<file path="config.mk">
export PLATFORM = sky130hd
export DESIGN_NAME = swfa_add_tree
export DESIGN_NICKNAME = d
export VERILOG_FILES = /design/src/design/swfa_pkg.sv /design/src/design/swfa_add_tree.sv
export SDC_FILE = /design/constraint.sdc
export NUM_CORES = 1
export LEC_CHECK = 0
export ABC_AREA = 1
export BUFFER_PORTS_ARGS = -buffer_cell sky130_fd_sc_hd__buf_2
export CAP_MARGIN = 20
export CORE_MARGIN = 1.5
export CORE_UTILIZATION = 27
export DETAILED_ROUTE_END_ITERATION = 8
export GPL_TIMING_DRIVEN = 0
export PLACE_DENSITY_LB_ADDON = 0.1
export SETUP_SLACK_MARGIN = 0.2
export SLEW_MARGIN = 20
export SYNTH_ARGS = -nofsm -noshare
export SYNTH_HDL_FRONTEND = slang
export SYNTH_SLANG_ARGS = --single-unit
export TNS_END_PERCENT = 100
</file>
<file path="constraint.sdc">
create_clock -name clk_i -period 2.15 [get_ports clk_i]
set_input_delay 0.3225 -clock clk_i [delete_from_list [all_inputs] [get_ports clk_i]]
set_output_delay 0.3225 -clock clk_i [all_outputs]
set_load 0.01 [all_outputs]
</file>
<file path="src/design/swfa_pkg.sv">
`timescale 1ns / 1ps

package swfa_pkg;

  localparam int SAMPLE_W  = 16;
  localparam int TAP_W     = 16;
  localparam int TAP_COUNT = 8;
  localparam int TAP_IDX_W = 3;
  localparam int CFG_IDX_W = 4;
  localparam int CFG_W     = 16;
  // unsigned 16-bit sample times signed Q1.15 tap fits in 32 bits
  localparam int PROD_W    = 32;
  localparam int AVG_W     = 16;
  localparam int FILT_W    = 35;

  typedef struct packed {
    logic shift;    // new sample beat enters the window
    logic capture;  // product register takes the current window
  } cell_ctl_t;

endpackage

</file>
<file path="src/design/swfa_add_tree.sv">
`timescale 1ns / 1ps

module swfa_add_tree #(
  parameter int N = 8,
  localparam int LVL = $clog2(N)
) (
  input  logic                                    clk_i,
  input  logic signed [swfa_pkg::PROD_W-1:0]      leaf_i [N],
  input  logic [LVL-1:0]                          en_i,
  output logic signed [swfa_pkg::PROD_W+LVL-1:0]  sum_o
);

  localparam int LEAVES = 2 ** LVL;
  localparam int NW     = swfa_pkg::PROD_W + LVL;

  logic signed [NW-1:0] leaf   [LEAVES];
  // heap order: node k sums nodes 2k and 2k+1, root at 1
  logic signed [NW-1:0] node_q [1:LEAVES-1];

  for (genvar i = 0; i < LEAVES; i++) begin : g_leaf
    if (i < N) begin : g_used
      assign leaf[i] = NW'(leaf_i[i]);
    end else begin : g_pad
      assign leaf[i] = '0;
    end
  end

  for (genvar d = 0; d < LVL; d++) begin : g_lvl
    for (genvar i = 0; i < 2 ** d; i++) begin : g_node
      localparam int K = 2 ** d + i;
      if (d == LVL - 1) begin : g_bottom
        always_ff @(posedge clk_i) begin
          if (en_i[d]) begin
            node_q[K] <= leaf[2*K-LEAVES] + leaf[2*K+1-LEAVES];
          end
        end
      end else begin : g_inner
        always_ff @(posedge clk_i) begin
          if (en_i[d]) begin
            node_q[K] <= node_q[2*K] + node_q[2*K+1];
          end
        end
      end
    end
  end

  assign sum_o = node_q[1];

endmodule

</file>
==> results.md, run 1 <==
- Final Non-Filler Cells: 5044
- Max clock buf depth: 3
- Status: finished clean
- P_leak: 14.94 nW
- Hold Buf Count CTS: 0
- Syn_area_per_cell: 6.725 um2
- Met3 wire length: 2742 um
- Share of synthesized registers carrying an async set or reset: 0
- Hold Crit Class: in2reg
- Minimum hold slack: 0.06087 ns
- Die Y-Extent: 297.6 um
- I/O pin count: 295
- VDD IR max: 0.0006097 V
- Setup tns final: 0 ns
- DR DRC count: 0
- Fin area: 0.03035 mm2
- H-tree Lvls: 1
- Total track usage: 0.1743
- Worst skew pair latency: 0.58 ns
- CP Max Fanout: 4
- Max Transition Viols Final: 0
- WS Path Type: reg2reg
- Clk_skew: 0.02133 ns
- Initial antenna violation count: 6
- Routed metal-1 wirelength: 39710 um
- Final worst setup slack: 0.09795 ns
- Filler cells: 9369
- Final Hold Fails: 0
- Synth Flop Type: edfxtp_1
- Metal2 WL: 36740 um
- Power Density: 960.7 mW/mm2
- Post-synthesis sequential element count: 237
- Vias in the first global route: 22.15k
- WP data required: 2.45 ns
- RSZ-0062 raised after global routing: yes
- Worst-path clk slew: 0.06 ns
- Clk root buf: clkbuf_16
- # port buffers: 294
- Post-Route WL: 80530 um
- Post-Synthesis Cell Area: 0.02344 mm2
- Final Cycle Share: 0.9544
- Final setup vio count: 0
- DRT Pass-1 Iters: 5
- Startpoint types: flip-flop
- Synth unique cells: 28
- DIE AREA: 0.08858 mm2
- # diodes: 0
- 1st-iter DRT viols: 1040
- Grt total ovfl: 0
- Share of layout cells above drive strength 1: 0.2479
- Core ar.: 0.08555 mm2
- Average wire per standard cell: 15.97 um
- Max reg flops: 237
- DP HPWL: 69220 um
- Final nets: 4376
- Top Registers: node_q x237
- Largest net degree at the start of global routing: 99
- TritonCTS clock tree: built
- Ys Warns: 0
- Mapped Nets: 3980
- DP Area: 0.02641 mm2
- Syn-to-layout area delta: 29.49%
- Post-synth EDFFs: 237
- CTS Sinks: 237
- TritonCTS buffer count: 28
- Arr. time, crit path: 2.36 ns
- Worst setup EP type: flip-flop
- Fin crit period: 2.052 ns
- Pre-CTS WS: -0.3232 ns
- Rel. slew slack: 0.4937
- Least-Margin Pin Slew: 0.7595 ns
- Largest Register: node_q
- Final ANT Viol Nets: 0
- Post-placement cell count: 4925
- Max-cap viol count: 0
- Gpl congestion: 0.8908
- Die width: 297.6 um
- Uppermost routed layer: met5
- Routed vias: 22.70k
- Sequential area share after synthesis: 0.3037
- Cell Rows: 107
- F_max: 0.4873 GHz
- DR vias/cell: 4.500
- Starting Density: 0.2740
- Syn Inst Count: 3485
- First-pass GRT wire length: 121500 um
stage by stage:
step | power [W] | utilization
finish | 0.02916 | 0.3547
global route | 0.03143 | 0.3547
CTS | 0.02682 | 0.3348
detailed placement | 0.02026 | 0.3087
global placement | 0.02030 | 0.3079
floorplan | 0.01590 | -
critical path, stage by stage, from the launching register on:
cell and delay, ns:
edfxtp_1 0.53, ha_4 0.31, a21oi_4 0.20, nor2_2 0.05, nor2_2 0.15, nand2_2 0.10
nand2_2 0.09, nand2_4 0.06, nand2_2 0.07, nand2_1 0.05, nand2_1 0.07, nand2_2 0.08
layout make-up:
class | instances | area, um2 | area share
buffer | 37 | 272.8 | 0.008988
timing repair buffer | 366 | 2111 | 0.06955
tap | 1144 | 1431 | 0.04717
clock inverter | 19 | 239.0 | 0.007875
clock buffer | 30 | 708.2 | 0.02334
multi-input combinational | 2643 | 16340 | 0.5383
inverter | 568 | 2132 | 0.07025
sequential | 237 | 7117 | 0.2345
logic make-up (layout without fill, tap and decap cells):
kind of cell / after synthesis / count (layout) / synth area share
simple gates: 1871 / 1871 / 0.3277
buf+inv: 605 / 1020 / 0.1026
compound gates: 425 / 425 / 0.09652
flops: 237 / 237 / 0.3037
fa+ha+maj: 235 / 235 / 0.1277
xor+xnor: 112 / 112 / 0.04186
repair_timing:
item / CTS / global route
setup buffers: 27 / 43
setup endpoints to repair: 68 / 65
pin swaps: 48 / 127
resized for setup: 231 / 348
synth_stat cells (9+ instances only):
master	n	area share
ha_1	228	0.12
xor2_1	107	0.040
edfxtp_1	237	0.30
inv_1	568	0.091
nand3_2	9	0.0038
a21o_1	12	0.0038
nor3_1	53	0.011
nand4_1	41	0.011
nand2_2	64	0.017
o21ai_0	133	0.028
a21oi_1	242	0.052
nand2_1	1157	0.19
nand3_1	152	0.032
nor2_2	10	0.0027
buf_4	35	0.011
o21bai_1	25	0.0080
nor2_1	373	0.060
path summary, 6_finish.rpt:
kind	start	to	slack, ns	cells past startpoint
setup / recovery	node_q[1][40]	node_q[0][102]	0.1	11
hold / removal	leaf_i[32]	node_q[1][105]	0.06	2
setup reg to reg	node_q[1][40]	node_q[0][102]	0.1	11
hold reg to reg	node_q[0][105]	node_q[0][35]	0.59	1
power by group:
part           internal [W]  total, W  leakage (nW)  switching [W]
clock network       0.00288   0.00485         0.455        0.00197
logic               0.00680    0.0165          12.2        0.00974
registers           0.00691   0.00776          2.32       0.000845
cell usage in the layout, fill, tap and decap left out, drive strengths merged, types with 4 or more instances in the layout:
cell type	instances
a21oi	250
inv	570
clkbuf	31
fa	7
nor2	386
clkinv	11
edfxtp	237
o21bai	25
bufinv	4
nand3	161
a21boi	4
buf	402
nand2	1221
a21o	12
nor3	56
nand4	41
o21ai	133
xor2	107
nor4	5
xnor2	5
ha	228
metal layers:
| layer | track usage | up-vias |
|---|---|---|
| met5 | 0 | - |
| met4 | 0.03292 | 10 |
| met3 | 0.01767 | 83 |
| met2 | 0.2902 | 379 |
| met1 | 0.2442 | 10270 |
| li1 | - | 11950 |
Power figures use the tool's default switching activity.
==> run 2, diff against run 1 <==
- BUFFER_PORTS_ARGS: -buffer_cell sky130_fd_sc_hd__buf_2 -> -buffer_cell sky130_fd_sc_hd__buf_4
- clock period: 2.15 -> 2.5 ns (I/O delays scaled with it)
==> run 2 against run 1 <==
  * Sequential share of layout area rose by 1.7 points
  * Critical path type unchanged
  * Power down 26%
  * Clock power down 19%
==> results.md, run 2 (synthesis results as in run 1) <==
- Status: finished clean
- Gpl congestion: 0.8841
- Top Registers: node_q x237
- Die width: 297.6 um
- Routed vias: 22.32k
- Minimum hold slack: 0.1051 ns
- DR DRC count: 0
- Cell Rows: 107
- Final ANT Viol Nets: 0
- Hold Crit Endpoint: node_q[1][105]
- Least-Margin Pin Slew: 0.9170 ns
- # diodes: 0
- First-pass GRT wire length: 122700 um
- Syn-to-layout area delta: 20.77%
- Total track usage: 0.1756
- Startpoint types: flip-flop
- Largest net degree at the start of global routing: 73
- VDD IR max: 0.0005424 V
- Setup tns final: 0 ns
- Storage element area: 0.007117 mm2
- Final setup vio count: 0
- Reg-to-Reg End: node_q[0][138]
- RSZ-0062 raised after global routing: yes
- R2R setup slack: 0.35 ns
- Starting Density: 0.2740
- Max clock buf depth: 3
- Most frequent cells in the layout: 1149 x nand2_1, 566 x inv_1, 371 x nor2_1
- Max Transition Viols Final: 0
- Rel. slew slack: 0.3887
- DR vias/cell: 4.484
- Final Hold Fails: 0
- Grt total ovfl: 0
- Worst r2r src: node_q[1][81]
- TritonCTS buffer count: 27
- Initial antenna violation count: 1
- Clk_skew: 0.01594 ns
- Core ar.: 0.08555 mm2
- I/O pin count: 295
- Multi-input gate area: 0.01419 mm2
- Hold Path Cell Cnt: 2
- Hold Crit Class: in2reg
- Max-cap viol count: 0
- TritonCTS clock tree: built
- Fin crit period: 2.150 ns
- Filler cells: 9475
- CTS Sinks: 237
- Post-Route WL: 79080 um
- WS Path Type: reg2reg
- Share of layout cells above drive strength 1: 0.1361
- Clk root buf: clkbuf_16
- Vias in the first global route: 22.34k
- DRT Pass-1 Iters: 5
- Power Density: 766.2 mW/mm2
- Most common cell after layout, fill and taps aside: nand2_1
- Average wire per standard cell: 15.88 um
- Arr. time, crit path: 2.46 ns
- Worst skew pair latency: 0.58 ns
- FF-to-FF path depth: 9
- F_max: 0.4651 GHz
- H-tree Lvls: 1
- DIE AREA: 0.08858 mm2
- Largest Register: node_q
- Worst-path clk slew: 0.06 ns
- Worst setup EP type: flip-flop
- Max reg flops: 237
- # port buffers: 294
- WP data required: 2.81 ns
- 1st-iter DRT viols: 1195
- Die Y-Extent: 297.6 um
- CP Max Fanout: 4
- DP HPWL: 69830 um
- Final Cycle Share: 0.8601
- Hold_sp: leaf_i[32]
- Final nets: 4309
- P_leak: 14.42 nW
## run 2: changes by cell type in the layout (fill, tap and decap cells not counted), moves of 56 or more
cell,before,now
a21oi_1,175,231
buf_2,293,1
buf_4,96,333
ha_1,139,209
ha_4,76,14
nand2_1,1017,1149
nand2_2,160,72
nor2_1,315,371
## run 2: worst max path at each step
stage | startpoint | end | slack (ns) | cells past startpoint
global placement | leaf_i[64] | node_q[1][100] | 0.006 | 13
detailed placement | leaf_i[64] | node_q[1][100] | 0.02 | 13
floorplan | leaf_i[64] | node_q[1][100] | 0.57 | 12
global route | node_q[1][105] | node_q[0][135] | 0.19 | 13
CTS | node_q[1][0] | node_q[0][100] | 0.19 | 13
finish | node_q[1][81] | node_q[0][138] | 0.35 | 9
## run 2: metrics by stage
step | util | power [W] | instances | cell area (um2) | setup WS (ns)
final | 0.3308 | 0.02169 | 4979 | 28300 | 0.3497
after global routing | 0.3308 | 0.02367 | 4979 | 28300 | 0.1880
after CTS | 0.3275 | 0.02175 | 4974 | 28020 | 0.1903
after detailed placement | 0.3169 | 0.01771 | 4924 | 27110 | 0.01570
after global placement | 0.3165 | 0.01770 | 4923 | 27070 | 0.006320
after floorplan | - | 0.01367 | 3485 | 23440 | 0.5685
## run 2: metal layers
metal | vias up | wire length (um) | global-route usage | part of all wire
li1 | 11810 | - | - | -
met4 | 0 | 1060 | 0.02806 | 0.013
met5 | - | 0 | 0 | 0
met2 | 397 | 35870 | 0.2976 | 0.45
met1 | 10060 | 39380 | 0.2458 | 0.50
met3 | 59 | 2762 | 0.01424 | 0.035
## run 2: layout make-up
cell class              instances  area share
plain buffers                  37    0.009593
clock buffers                  30     0.02427
clock inverters                20    0.006896
inverters                     568     0.07533
multi-input cells            2643      0.5013
flip-flops and latches        237      0.2514
well taps                    1144     0.05057
repair buffers                300     0.08054
## run 2: worst max-delay path, stage by stage (launching register included)
cell	delay, ns
edfxtp_1	0.41
ha_1	0.39
a21oi_1	0.29
o21ai_0	0.18
a21oi_1	0.20
nand2_2	0.12
nand2_1	0.11
nand2_1	0.06
nand2_1	0.07
nand2_1	0.07
## run 2: repair_timing
action,CTS,global route
cloned,0,0
setup endpoints to repair,6,27
resized for setup,9,54
hold buffers,0,0
buffers inserted,0,5
pin swaps,0,5
## run 2: power breakdown
| part | total, W | leakage (nW) | internal [W] | switching [W] |
|---|---|---|---|---|
| clock network | 0.00393 | 0.420 | 0.00222 | 0.00170 |
| registers | 0.00641 | 2.32 | 0.00592 | 0.000490 |
| logic | 0.0113 | 11.7 | 0.00421 | 0.00713 |
