<file path="config.mk">
export PLATFORM = sky130hd
export DESIGN_NAME = swfa_cell
export DESIGN_NICKNAME = d
export VERILOG_FILES = /design/src/design/swfa_pkg.sv /design/src/design/swfa_cell.sv
export SDC_FILE = /design/constraint.sdc
export NUM_CORES = 1
export LEC_CHECK = 0
export ABC_AREA = 0
export BUFFER_PORTS_ARGS = -buffer_cell sky130_fd_sc_hd__buf_2
export CAP_MARGIN = 15
export CORE_ASPECT_RATIO = 1.4
export CORE_MARGIN = 5
export CORE_UTILIZATION = 55
export DETAILED_ROUTE_END_ITERATION = 6
export PLACE_DENSITY = 0.74
export SYNTH_ARGS = -nofsm -noshare
export SYNTH_HDL_FRONTEND = slang
export SYNTH_SLANG_ARGS = --single-unit
</file>
<file path="constraint.sdc">
create_clock -name clk_i -period 7.14 [get_ports clk_i]
set_input_delay 1.071 -clock clk_i [delete_from_list [all_inputs] [get_ports clk_i]]
set_output_delay 1.071 -clock clk_i [all_outputs]
set_load 0.01 [all_outputs]
</file>
<file path="src/design/swfa_pkg.sv">
`timescale 1ns / 1ps

package swfa_pkg;

  localparam int SAMPLE_W  = 16;
  localparam int TAP_W     = 16;
  localparam int TAP_COUNT = 8;
  localparam int TAP_IDX_W = 3;
  localparam int CFG_IDX_W = 4;
  localparam int CFG_W     = 16;
  // unsigned 16-bit sample times signed Q1.15 tap fits in 32 bits
  localparam int PROD_W    = 32;
  localparam int AVG_W     = 16;
  localparam int FILT_W    = 35;

  typedef struct packed {
    logic shift;    // new sample beat enters the window
    logic capture;  // product register takes the current window
  } cell_ctl_t;

endpackage

</file>
<file path="src/design/swfa_cell.sv">
`timescale 1ns / 1ps

module swfa_cell (
  input  logic                                clk_i,
  input  logic                                rst_ni,
  input  swfa_pkg::cell_ctl_t                 ctl_i,
  input  logic [swfa_pkg::SAMPLE_W-1:0]       sample_i,
  input  logic signed [swfa_pkg::TAP_W-1:0]   tap_i,
  output logic [swfa_pkg::SAMPLE_W-1:0]       sample_o,
  output logic signed [swfa_pkg::PROD_W-1:0]  prod_o
);

  localparam int FULL_W = swfa_pkg::SAMPLE_W + swfa_pkg::TAP_W + 1;

  logic [swfa_pkg::SAMPLE_W-1:0]      sample_q;
  logic signed [swfa_pkg::PROD_W-1:0] prod_q;
  logic signed [FULL_W-1:0]           full_prod;

  // sample is unsigned, so zero-extend before the signed multiply
  assign full_prod = $signed({1'b0, sample_q}) * tap_i;

  always_ff @(posedge clk_i or negedge rst_ni) begin
    if (!rst_ni) begin
      sample_q <= '0;
    end else if (ctl_i.shift) begin
      sample_q <= sample_i;
    end
  end

  always_ff @(posedge clk_i) begin
    if (ctl_i.capture) begin
      prod_q <= full_prod[swfa_pkg::PROD_W-1:0];
    end
  end

  assign sample_o = sample_q;
  assign prod_o   = prod_q;

endmodule

</file>
==> results.tsv, run 1 <==
stage	metric	value	unit
sta	Slew @ Worst Pin	876	ps
synth	largest cells by area after synthesis	fa_1, ha_1, edfxtp_1	
critical_path	type of origin of the critical path	input pin	
synth	Post-Synth Simple-Gate Area	16.4	%
final_layout	commonest non-fill, non-tap cell in the layout	inv_1	
cts	clock buffer count from CTS	5	
final_layout	Area Growth Syn to Fin	7.26	%
global_route	largest net degree at the start of global routing	33	
critical_path	crit path max-delay cell type	fa_1	
final_layout	Inserted Diodes	0	
global_route	vias in the first global route	8489	
synth	Post-Syn Nets	1445	
critical_path	CP cell instances	buf_2 -> nand2_1 -> fa_1 -> fa_1 -> fa_1 -> fa_1 -> inv_1 -> fa_1 -> inv_1 -> fa_1 -> inv_1 -> ha_1 -> nand3_2 -> o211ai_1 -> a31oi_1 -> a31oi_1 -> nor2_1 -> o21ai_2 -> xor2_1	
routing	mean number of vias per cell	5.48	
cts	CTS tree	done	
floorplanning	Initial Util	55.7	%
routing	DR WL/cell	18.0	µm
cts	number of gates resized after cts	0	
cts	clock slew at reported path FFs	60	ps
critical_path	element type at the critical path end	flip-flop	
sta	RSZ-0062 raised after global routing	no	
floorplanning	full die area	21700	µm²
critical_path	Critical Path AT	6470	ps
sta	Final Setup Violations	0	
place	routability cong.	0.937	
synth	largest family of logic cells by synthesized area	adder cells	
synth	mux share of post-synthesis cell area	1.74	%
floorplanning	Die Wd	126	µm
synth	FF+latch count, synth	48	
sta	Slew HR	41.6	%
global_route	grt total ovfl	0	
cts	clk root buf	clkbuf_16	
critical_path	CP max FO	16	
final_layout	NumNets Final	1502	
critical_path	CP Class	in2reg	
cts	postcts setup bufs	0	
synth	EDFF count, synth	32	
critical_path	CP most frequent cell	fa_1	
cts	H-tree depth reported by CTS	2	
routing	Antenna Nets Post-Route	0	
routing	# DRC	0	
global_route	antenna violations before repair	0	
synth	Main synth FF type	edfxtp_1	
sta	clk_skew	2.72	ps
floorplanning	chip height	172	µm
routing	Post-Route WL	25.2	mm
global_route	global-route wire length before repair	42.1	mm
synth	async set or reset register ratio after synthesis	33.3	%
hold_path	HP Class	in2async	
global_route	Total GRT Usage	24.4	%
synth	Compound-Gate Fraction of Synth Area	4.55	%
sta	final hold vios	0	
critical_path	cell family with most CP delay	adder cells	
synth	post-synth top area cell	fa_1	
synth	Synth Area in Adders	51.6	%
sta	max-slew violation count	0	
synth	Distinct cells, synth	46	
cts	clock tree buffer depth	2	
sta	Tmin final	6440	ps
critical_path	Bufs and invs on worst path	4	
cts	CTS Sinks	48	
synth	synth warn	0	
sta	ratio of final minimum period to clock period	90.1	%
floorplanning	core area	18600	µm²
synth	Mapped Cells	1098	
final_layout	FILL cells	1623	
routing	vias after detailed routing	7677	
critical_path	CP max stage delay	600	ps
floorplanning	std cell rows	59	
synth	Synth Cell Area	10400	µm²
synth	register area share after synthesis	13.1	%
synth	xor/xnor cell area share of the yosys netlist	2.62	%
place	Detailed Place HPWL	20.4	mm
routing	1st-iter DRT viols	379	
synth	syn_area_per_cell	9.44	µm²
routing	router iterations before antenna repair	5	
cts	CTS hold repair buffers	0	
final_layout	most frequent cells in the layout	inv_1, fa_1, nand2_1, and2_1, ha_1	
sta	fmax	0.155	GHz
run	# Max-Cap Violations	0	
place	IO Port Bufs	83	
synth	post-synth top area share	37.5	%
final_layout	fraction of layout cells with a size suffix above 1	9.95	%
run_status	run status	finished clean	
floorplanning	Ports	84	
critical_path	required time worst endpoint	7180	ps
cts	Skew-Pair Late Insertion Delay	290	ps
sta	setup TNS	0	ps
[state kept, by name (all words and copies together), names as in the netlist]
signal,count
sample_o,16
prod_o,32
[Yosys cell counts, types with 2 or more instances]
library cell / instances
nor2_1: 28
or2_1: 2
ha_1: 117
mux2_2: 16
a31oi_1: 3
clkbuf_1: 33
and4_1: 2
fa_1: 194
a211oi_1: 3
dfrtp_1: 16
nor4_1: 3
o21bai_1: 2
nand2b_1: 5
o21ai_0: 14
and2_1: 123
o21a_1: 5
nor3b_1: 2
a21o_1: 4
and3_1: 3
nand2_1: 152
buf_2: 3
xnor2_1: 19
buf_1: 2
nand4_1: 5
o21ai_1: 4
o22ai_1: 2
a21oi_1: 31
o211ai_1: 2
nand3_1: 8
inv_1: 236
xor2_1: 12
nand3_2: 2
edfxtp_1: 32
[per-layer routing]
layer  wire [µm]  up-vias  track usage, %
met5           0        -               0
met4        1560        0            13.1
met3        1330       87            3.03
met2       13200      288            44.2
met1        9050     3854            28.3
li1            -     3448               -
[through the flow]
step	hold slack (ps)	cell area [µm²]	cells	setup WS (ps)	utilization [%]
2_1_floorplan	645	10400	1098	852	-
6_report	711	11100	1400	704	59.7
5_1_grt	734	11100	1400	392	59.7
4_1_cts	721	11100	1400	720	59.7
3_3_place_gp	1020	11000	1392	462	59.0
3_5_place_dp	1030	11000	1392	414	59.0
[path summary, 6_finish.rpt]
kind                              startpoint      endpoint  slack (ps)  cells past startpoint
worst min register to register   sample_o[0]   sample_o[0]        1040                      1
min in group clk_i              sample_i[10]  sample_o[10]        1010                      2
worst max register to register  sample_o[13]    prod_o[29]         870                     18
worst max-delay path                tap_i[1]    prod_o[27]         700                     19
worst min-delay path                  rst_ni  sample_o[15]         710                      1
max in group asynchronous             rst_ni   sample_o[3]        6130                      1
[layout make-up]
cell class                 instances  area [µm²]  share of cell area [%]
multi-input combinational        776        7970                    71.7
sequential                        48        1360                    12.2
inverter                         236         886                    7.97
timing repair buffer              88         453                    4.08
tap                              244         305                    2.75
clock buffer                       6         129                    1.16
clock inverter                     2        11.3                   0.101
[cells by family (layout without fill, tap and decap cells)]
logic type	after synthesis	after routing
AOI/OAI and AO/OA	78	78
adders and majority gates	311	311
xor gates and xnor gates	31	31
muxes	16	16
DFF	48	48
buffers and inverters	274	332
and+or+nand+nor	340	340
Power of run 1 is left out: the tool's default activity adds up to more than one toggle a clock period on the data nets, which glitch-free logic cannot reach.
==> run 2, diff against run 1 <==
- CORE_UTILIZATION: 55 -> 40
- PLACE_DENSITY: 0.74 -> not set
- SETUP_SLACK_MARGIN: not set -> 0.1
==> results.tsv, run 2 (same netlist as run 1, synthesis figures left out) <==
stage	metric	value	unit	change
run_status	run status	complete, but fails checks		
run_status	failing checks	design-rule violations		
sta	ratio of final minimum period to clock period	90.4	%	+0.29 points
critical_path	CP max FO	16		unchanged
cts	number of gates resized after cts	0		unchanged
cts	CTS Sinks	48		unchanged
sta	max-slew violation count	0		unchanged
routing	Post-Route WL	26.2	mm	+4.2%
cts	clock tree buffer depth	2		unchanged
sta	Slew HR	41.6	%	about the same
final_layout	fraction of layout cells with a size suffix above 1	10.6	%	+0.64 points
sta	Slew @ Worst Pin	876	ps	-0.220 ps
cts	clock buffer count from CTS	5		unchanged
floorplanning	chip height	200	µm	+16%
critical_path	cell family with most CP delay	adder cells		
critical_path	required time worst endpoint	7190	ps	about the same
critical_path	Bufs and invs on worst path	6		+2
critical_path	CP cell instances	buf_2 -> nand2_1 -> fa_1 -> inv_1 -> fa_1 -> inv_1 -> fa_1 -> inv_1 -> fa_1 -> fa_1 -> inv_1 -> fa_1 -> inv_1 -> ha_1 -> nand4_1 -> or2_1 -> nor3b_1 -> nor2_1 -> o22ai_1 -> a211oi_1 -> xnor2_1		
routing	# DRC	8		+8
sta	fmax	0.155	GHz	-0.32%
final_layout	most frequent cells in the layout	inv_1, fa_1, nand2_1, and2_1, ha_1		
cts	postcts setup bufs	0		unchanged
critical_path	crit path max-delay cell type	fa_1		
sta	clk_skew	6.56	ps	+3.85 ps
hold_path	HP Class	in2async		
global_route	antenna violations before repair	0		unchanged
cts	H-tree depth reported by CTS	2		unchanged
floorplanning	Initial Util	40.7	%	-15 points
final_layout	Area Growth Syn to Fin	8.65	%	
run	# Max-Cap Violations	0		unchanged
critical_path	CP most frequent cell	fa_1		
routing	1st-iter DRT viols	334		-12%
cts	CTS hold repair buffers	0		unchanged
critical_path	type of origin of the critical path	input pin		
global_route	global-route wire length before repair	42.9	mm	+1.9%
critical_path	element type at the critical path end	flip-flop		
cts	CTS tree	done		
critical_path	Critical Path AT	6510	ps	+40 ps
place	IO Port Bufs	83		unchanged
floorplanning	full die area	29300	µm²	+35%
global_route	largest net degree at the start of global routing	33		unchanged
critical_path	CP Class	in2reg		
cts	clock slew at reported path FFs	70	ps	about the same
floorplanning	Ports	84		unchanged
critical_path	reg-to-reg setup timing slack	770	ps	-100 ps
global_route	grt total ovfl	0		unchanged
critical_path	CP max stage delay	580	ps	-20 ps
final_layout	FILL cells	2507		+54%
sta	final hold vios	0		unchanged
global_route	Total GRT Usage	18.3	%	-6.1 points
routing	Antenna Nets Post-Route	0		unchanged
floorplanning	core area	25500	µm²	+37%
final_layout	max reg flops	32		unchanged
final_layout	Inserted Diodes	0		unchanged
sta	setup TNS	0	ps	unchanged
routing	vias after detailed routing	7577		-1.3%
final_layout	commonest non-fill, non-tap cell in the layout	inv_1		
place	Detailed Place HPWL	21.9	mm	+6.9%
routing	DR WL/cell	17.7	µm	-1.5%
global_route	vias in the first global route	8451		-0.45%
final_layout	NumNets Final	1509		+0.47%
sta	RSZ-0062 raised after global routing	no		
sta	Final Setup Violations	0		unchanged
routing	router iterations before antenna repair	7		+2
cts	clk root buf	clkbuf_16		
floorplanning	Die Wd	146	µm	+16%
sta	Tmin final	6460	ps	+20.8 ps
routing	mean number of vias per cell	5.12		-6.7%
cts	Skew-Pair Late Insertion Delay	310	ps	+20 ps
place	routability cong.	0.883		-5.8%
floorplanning	std cell rows	69		+17%
[run 2: path summary, 6_finish.rpt]
kind / from / end / depth (start not counted)
worst max register to register: sample_o[7] / prod_o[29] / 20
worst min-delay path: rst_ni / sample_o[0] / 1
max in group asynchronous: rst_ni / sample_o[4] / 1
worst max-delay path: tap_i[7] / prod_o[29] / 21
min in group clk_i: sample_o[10] / sample_o[10] / 2
worst min register to register: sample_o[10] / sample_o[10] / 2
[run 2: layout make-up]
class	count	area, µm²	area share, %
inverters	236	886	7.87
clock inverters	2	12.5	0.111
well taps	319	399	3.55
clock buffers	5	125	1.11
repair buffers	95	505	4.49
multi-input cells	776	7970	70.8
flip-flops and latches	48	1360	12.1
[run 2: worst reg2reg max path: cells and delay by family, from the launching register on]
| kind | cells | cell delay [ps] |
|---|---|---|
| buffers and inverters | 5 | 280 |
| XOR/XNOR | 1 | 140 |
| AND/OR/NAND/NOR | 5 | 930 |
| AO/OA/AOI/OAI | 2 | 410 |
| flip-flops | 1 | 910 |
| adder cells (fa/ha/maj) | 7 | 3450 |
[run 2: metrics by stage]
step | cells | setup slack [ps] | instance area, µm² | hold WS, ps | utilization [%]
floorplan | 1098 | 852 | 10400 | 645 | -
global placement | 1474 | 427 | 11100 | 801 | 43.7
detailed placement | 1474 | 335 | 11100 | 822 | 43.7
CTS | 1481 | 658 | 11300 | 727 | 44.2
global route | 1481 | 362 | 11300 | 742 | 44.2
finish | 1481 | 684 | 11300 | 718 | 44.2
[run 2: per-layer routing]
| layer | part of all wire (%) | vias up | track usage, % |
|---|---|---|---|
| met4 | 4.4 | 0 | 7.77 |
| met2 | 55 | 180 | 34.4 |
| met1 | 37 | 3885 | 20.9 |
| li1 | - | 3456 | - |
| met3 | 3.3 | 56 | 2.03 |
| met5 | 0 | - | 0 |
Power of run 2 is left out for the same reason.
